[config.mk]
export PLATFORM = sky130hd
export DESIGN_NAME = ops_controller
export DESIGN_NICKNAME = d
export VERILOG_FILES = /design/src/hw/rtl/ops_pkg.sv /design/src/hw/rtl/ops_controller.sv
export SDC_FILE = /design/constraint.sdc
export NUM_CORES = 1
export LEC_CHECK = 0
export BUFFER_PORTS_ARGS = -buffer_cell sky130_fd_sc_hd__buf_2
export CAP_MARGIN = 25
export CELL_PAD_IN_SITES_DETAIL_PLACEMENT = 0
export CELL_PAD_IN_SITES_GLOBAL_PLACEMENT = 1
export CORE_AREA = 2 2 39 41
export CTS_BUF_LIST = sky130_fd_sc_hd__clkbuf_16
export DETAILED_ROUTE_END_ITERATION = 16
export DIE_AREA = 0 0 41 43
export GPL_TIMING_DRIVEN = 0
export PLACE_DENSITY_LB_ADDON = 0.3
export SLEW_MARGIN = 20
export SYNTH_ARGS = -nofsm -noshare
export SYNTH_HDL_FRONTEND = slang
export SYNTH_SLANG_ARGS = --single-unit
[constraint.sdc]
create_clock -name clk -period 1.1 [get_ports clk]
set_clock_uncertainty 0.05 [all_clocks]
set_input_delay 0 -clock clk [delete_from_list [all_inputs] [get_ports clk]]
set_output_delay 0 -clock clk [all_outputs]
set_load 0.02 [all_outputs]
[src/hw/rtl/ops_pkg.sv]
// Shared types and constants of the orbit position stepper.
package ops_pkg;

    localparam int CFG_DATA_W = 16;
    localparam int CFG_INDEX_W = 2;
    localparam int POS_W = 20;
    localparam int PROD_W = 36;
    localparam int OPND_W = 18;

    localparam logic [CFG_INDEX_W-1:0] REG_ORBIT_RADIUS = 2'd0;
    localparam logic [CFG_INDEX_W-1:0] REG_ORBIT_RATE = 2'd1;
    localparam logic [CFG_INDEX_W-1:0] REG_ORBIT_TILT = 2'd2;
    localparam logic [CFG_INDEX_W-1:0] REG_SPIN_RATE = 2'd3;

    localparam logic signed [POS_W:0] POS_MAX = 21'sd524287;
    localparam logic signed [POS_W:0] POS_MIN = -21'sd524288;

    typedef enum logic [2:0] {
        S_IDLE,
        S_RATE,
        S_PHASE,
        S_TRIG,
        S_MUL1,
        S_MUL2,
        S_WRITE
    } state_t;

    typedef struct packed {
        logic load_in;
        logic step_rate;
        logic step_phase;
        logic step_trig;
        logic step_mul1;
        logic step_mul2;
        logic commit;
    } cmd_t;

endpackage

[src/hw/rtl/ops_controller.sv]
// Controller of the orbit position stepper: sequences one request through the datapath.
module ops_controller
    import ops_pkg::*;
(
    input  logic clk,
    input  logic rst_n,
    input  logic in_valid,
    output logic in_ready,
    output logic out_valid,
    input  logic out_ready,
    output cmd_t cmd
);

    state_t state_reg;
    state_t state_next;
    logic   out_valid_reg;
    logic   out_valid_next;

    always_ff @(posedge clk or negedge rst_n)
    begin
        if (!rst_n)
        begin
            state_reg <= S_IDLE;
            out_valid_reg <= 1'b0;
        end
        else
        begin
            state_reg <= state_next;
            out_valid_reg <= out_valid_next;
        end
    end

    always_comb
    begin
        state_next = state_reg;
        cmd = '0;
        in_ready = 1'b0;
        out_valid_next = out_valid_reg && !out_ready;
        case (state_reg)
            S_IDLE:
            begin
                in_ready = 1'b1;
                if (in_valid)
                begin
                    cmd.load_in = 1'b1;
                    state_next = S_RATE;
                end
            end
            S_RATE:
            begin
                cmd.step_rate = 1'b1;
                state_next = S_PHASE;
            end
            S_PHASE:
            begin
                cmd.step_phase = 1'b1;
                state_next = S_TRIG;
            end
            S_TRIG:
            begin
                cmd.step_trig = 1'b1;
                state_next = S_MUL1;
            end
            S_MUL1:
            begin
                cmd.step_mul1 = 1'b1;
                state_next = S_MUL2;
            end
            S_MUL2:
            begin
                cmd.step_mul2 = 1'b1;
                state_next = S_WRITE;
            end
            S_WRITE:
            begin
                if (!out_valid_reg || out_ready)
                begin
                    cmd.commit = 1'b1;
                    out_valid_next = 1'b1;
                    state_next = S_IDLE;
                end
            end
            default:
            begin
                state_next = S_IDLE;
            end
        endcase
    end

    assign out_valid = out_valid_reg;

    a_commit_shows: assert property (@(posedge clk) disable iff (!rst_n)
        cmd.commit |=> out_valid_reg)
        else $error("committed result not presented");

    a_accept_starts: assert property (@(posedge clk) disable iff (!rst_n)
        (in_valid && in_ready) |=> (state_reg == S_RATE))
        else $error("accepted request did not start the sequence");

    a_no_drop: assert property (@(posedge clk) disable iff (!rst_n)
        (out_valid_reg && !out_ready) |=> out_valid_reg)
        else $error("pending result dropped");

    a_rise_after_write: assert property (@(posedge clk) disable iff (!rst_n)
        $rose(out_valid_reg) |-> ($past(state_reg) == S_WRITE))
        else $error("result appeared outside the write step");

endmodule

==> metrics <==
Clock Tree Buf Depth 2; gr usage total 0.09073; drt drc 0; worst r2r src state_reg[1]; Cell variety after synth 15; Initial Util 0.1772; HP Class in2reg; antenna cells 0; period utilization 1.113; Worst VDD drop 1.084 mV; Wirelength per Cell 10.23 um; first-pass GRT wire length 1.021 mm; post-synthesis net count 29; delay-heaviest family, CP flip-flops; TNS Setup -0.5049 ns; layout cells sized above 1 0.6889; hold worst-path end state_reg[0]; synthesized flop and latch total 4; RSZ-0062 raised after global routing true; CP Max Fanout 5; Cell Area, Synth 245.2 um^2; top cells by count, synth 4 x dfrtp_1, 4 x nor3_1; critical path capture point type output port; # clock sinks 4; DIE AREA 0.001763 mm^2; Worst Path Arrival 1.17 ns; Ys Warns 0; CP Class reg2out; worst skew pair latency 0.22 ns; final hold vios 0; # rows 14; final setup margin -0.1247 ns; Slowest cell on crit path dfrtp_1; most frequent CP cell buf_6; placed cell area 336.6 um^2; GRT overflow 0; Synth top area share 0.4082; WHS Path Cells 3; Max-Cap Viols 0; via count 247; post-synthesis sequential area ratio 0.4082; failing checks setup timing; post-layout min period 1.225 ns; Final Cell Area 504.2 um^2; critical path, cell by cell buf_6 > nor3_4 > and2_4 > buf_6; die width 41 um; vias in the first global route 245; PwrDens 3617 mW/mm^2; dominant cells by area after synthesis dfrtp_1 41%, buf_6 9.2%, nor3_1 8.2%; gate count after technology mapping 25; Worst R2R End state_reg[2]; initial antenna violation count 0; fmax 816.5 MHz; worst rel slew slack 0.8662; drt total wl 624 um; length in cells of the worst reg-to-reg path 4; CP max stage delay 0.38 ns; TritonCTS clock tree yes; status finished with violations; worst path bufs/invs 2; final hold slack 0.04404 ns; largest net degree at the start of global routing 8; r2r setup slk 0 ns; TritonCTS buffer count 3; Post-DRT Antenna Nets 0; Main synth FF type dfrtp_1; Leak Pwr 0.2471 nW; # IOs 13; DRT iter0 DRCs 0; NumNets Final 51; H-tree depth 1; post-synthesis async set-or-reset flop share 1.000; CTS root buffer clkbuf_16; hold_sp in_valid; Port Buffers 12; Clk pin slew, worst setup/hold paths 0.03 ns; Post-synth EDFFs 0; Startpoint Class flop; syn_area_per_cell 9.809 um^2; RePlAce Congestion 0.7193; Slew Limit Fails 0; First-pass DRT Iterations 1; Synth area leader dfrtp_1; CP Depth 4; max reg flops 3; vias per cell 4.049; CP Data Required Time 1.05 ns; DP HPWL 423.7 um; worst slew pin tran 0.1995 ns; Die Span Y 43 um; Final setup violation count 9; Core Box Area 0.001384 mm^2; Area Growth Syn to Fin 105.6%
## cell usage in the layout (no fill, tap or decap), drive strengths merged, types with 2 or more instances in the layout
cell | synthesis | layout
a21o | 2 | 2
buf | 2 | 18
clkbuf | 0 | 3
dfrtp | 4 | 4
inv | 2 | 2
nand2b | 2 | 2
nor3 | 5 | 5
o21ai | 3 | 3
## final cells by class
cell class / count / area, um^2
inverters: 2 / 12.51
clock buffers: 3 / 75.07
flip-flops and latches: 4 / 101.3
plain buffers: 2 / 22.52
fillers: 149 / 879.6
well taps: 16 / 20.02
multi-input cells: 17 / 146.4
repair buffers: 17 / 126.4
## through the flow
step	util	cells	power [W]	setup WS, ns
after floorplan	-	25	0.0008277	-0.003457
after global placement	0.2432	53	0.001007	0.04154
after detailed placement	0.2432	53	0.001015	0.02450
after CTS	0.3481	60	0.001784	-0.1267
after global routing	0.3644	61	0.001936	-0.1858
final	0.3644	61	0.001824	-0.1247
## worst max-delay path by stage
stage                            start     end  slack [ns]
after global placement    state_reg[0]  cmd[0]        0.04
after floorplan           state_reg[1]  cmd[6]      -0.003
after global routing      state_reg[1]  cmd[0]       -0.19
after detailed placement  state_reg[0]  cmd[0]        0.02
after CTS                 state_reg[2]  cmd[6]       -0.13
final                     state_reg[1]  cmd[6]       -0.12
## worst min-delay path, cell delays in order
cell      delay (ns)
buf_2           0.11
nor3_2          0.09
a211oi_1        0.07
## routing by layer
layer | vias to the layer above | wire length, um | track usage | share of wire
met4 | 0 | 0 | 0.06000 | 0
met1 | 112 | 254 | 0.1075 | 0.41
met2 | 8 | 336 | 0.1219 | 0.54
met3 | 0 | 33 | 0.04712 | 0.053
li1 | 127 | - | - | -
met5 | - | 0 | 0 | 0
## what timing repair did
item | CTS | global route
hold endpoints to repair | 4 | 0
setup buffers | 2 | 1
gates cloned | 1 | 0
hold buffers | 1 | 0
pin swaps | 3 | 1
gates resized for setup | 12 | 4
setup endpoints to repair | 8 | 9
## power breakdown
part | internal, W | total, W | switching (W)
registers | 0.000220 | 0.000292 | 0.0000718
logic | 0.000467 | 0.000969 | 0.000502
clock network | 0.000464 | 0.000563 | 0.0000993
## cell families after synthesis
kind of cell	after synthesis	share of synthesized area
buf+inv	4	0.1326
simple gates	11	0.2908
flops	4	0.4082
compound gates	6	0.1684
Power figures use the tool's default switching activity.
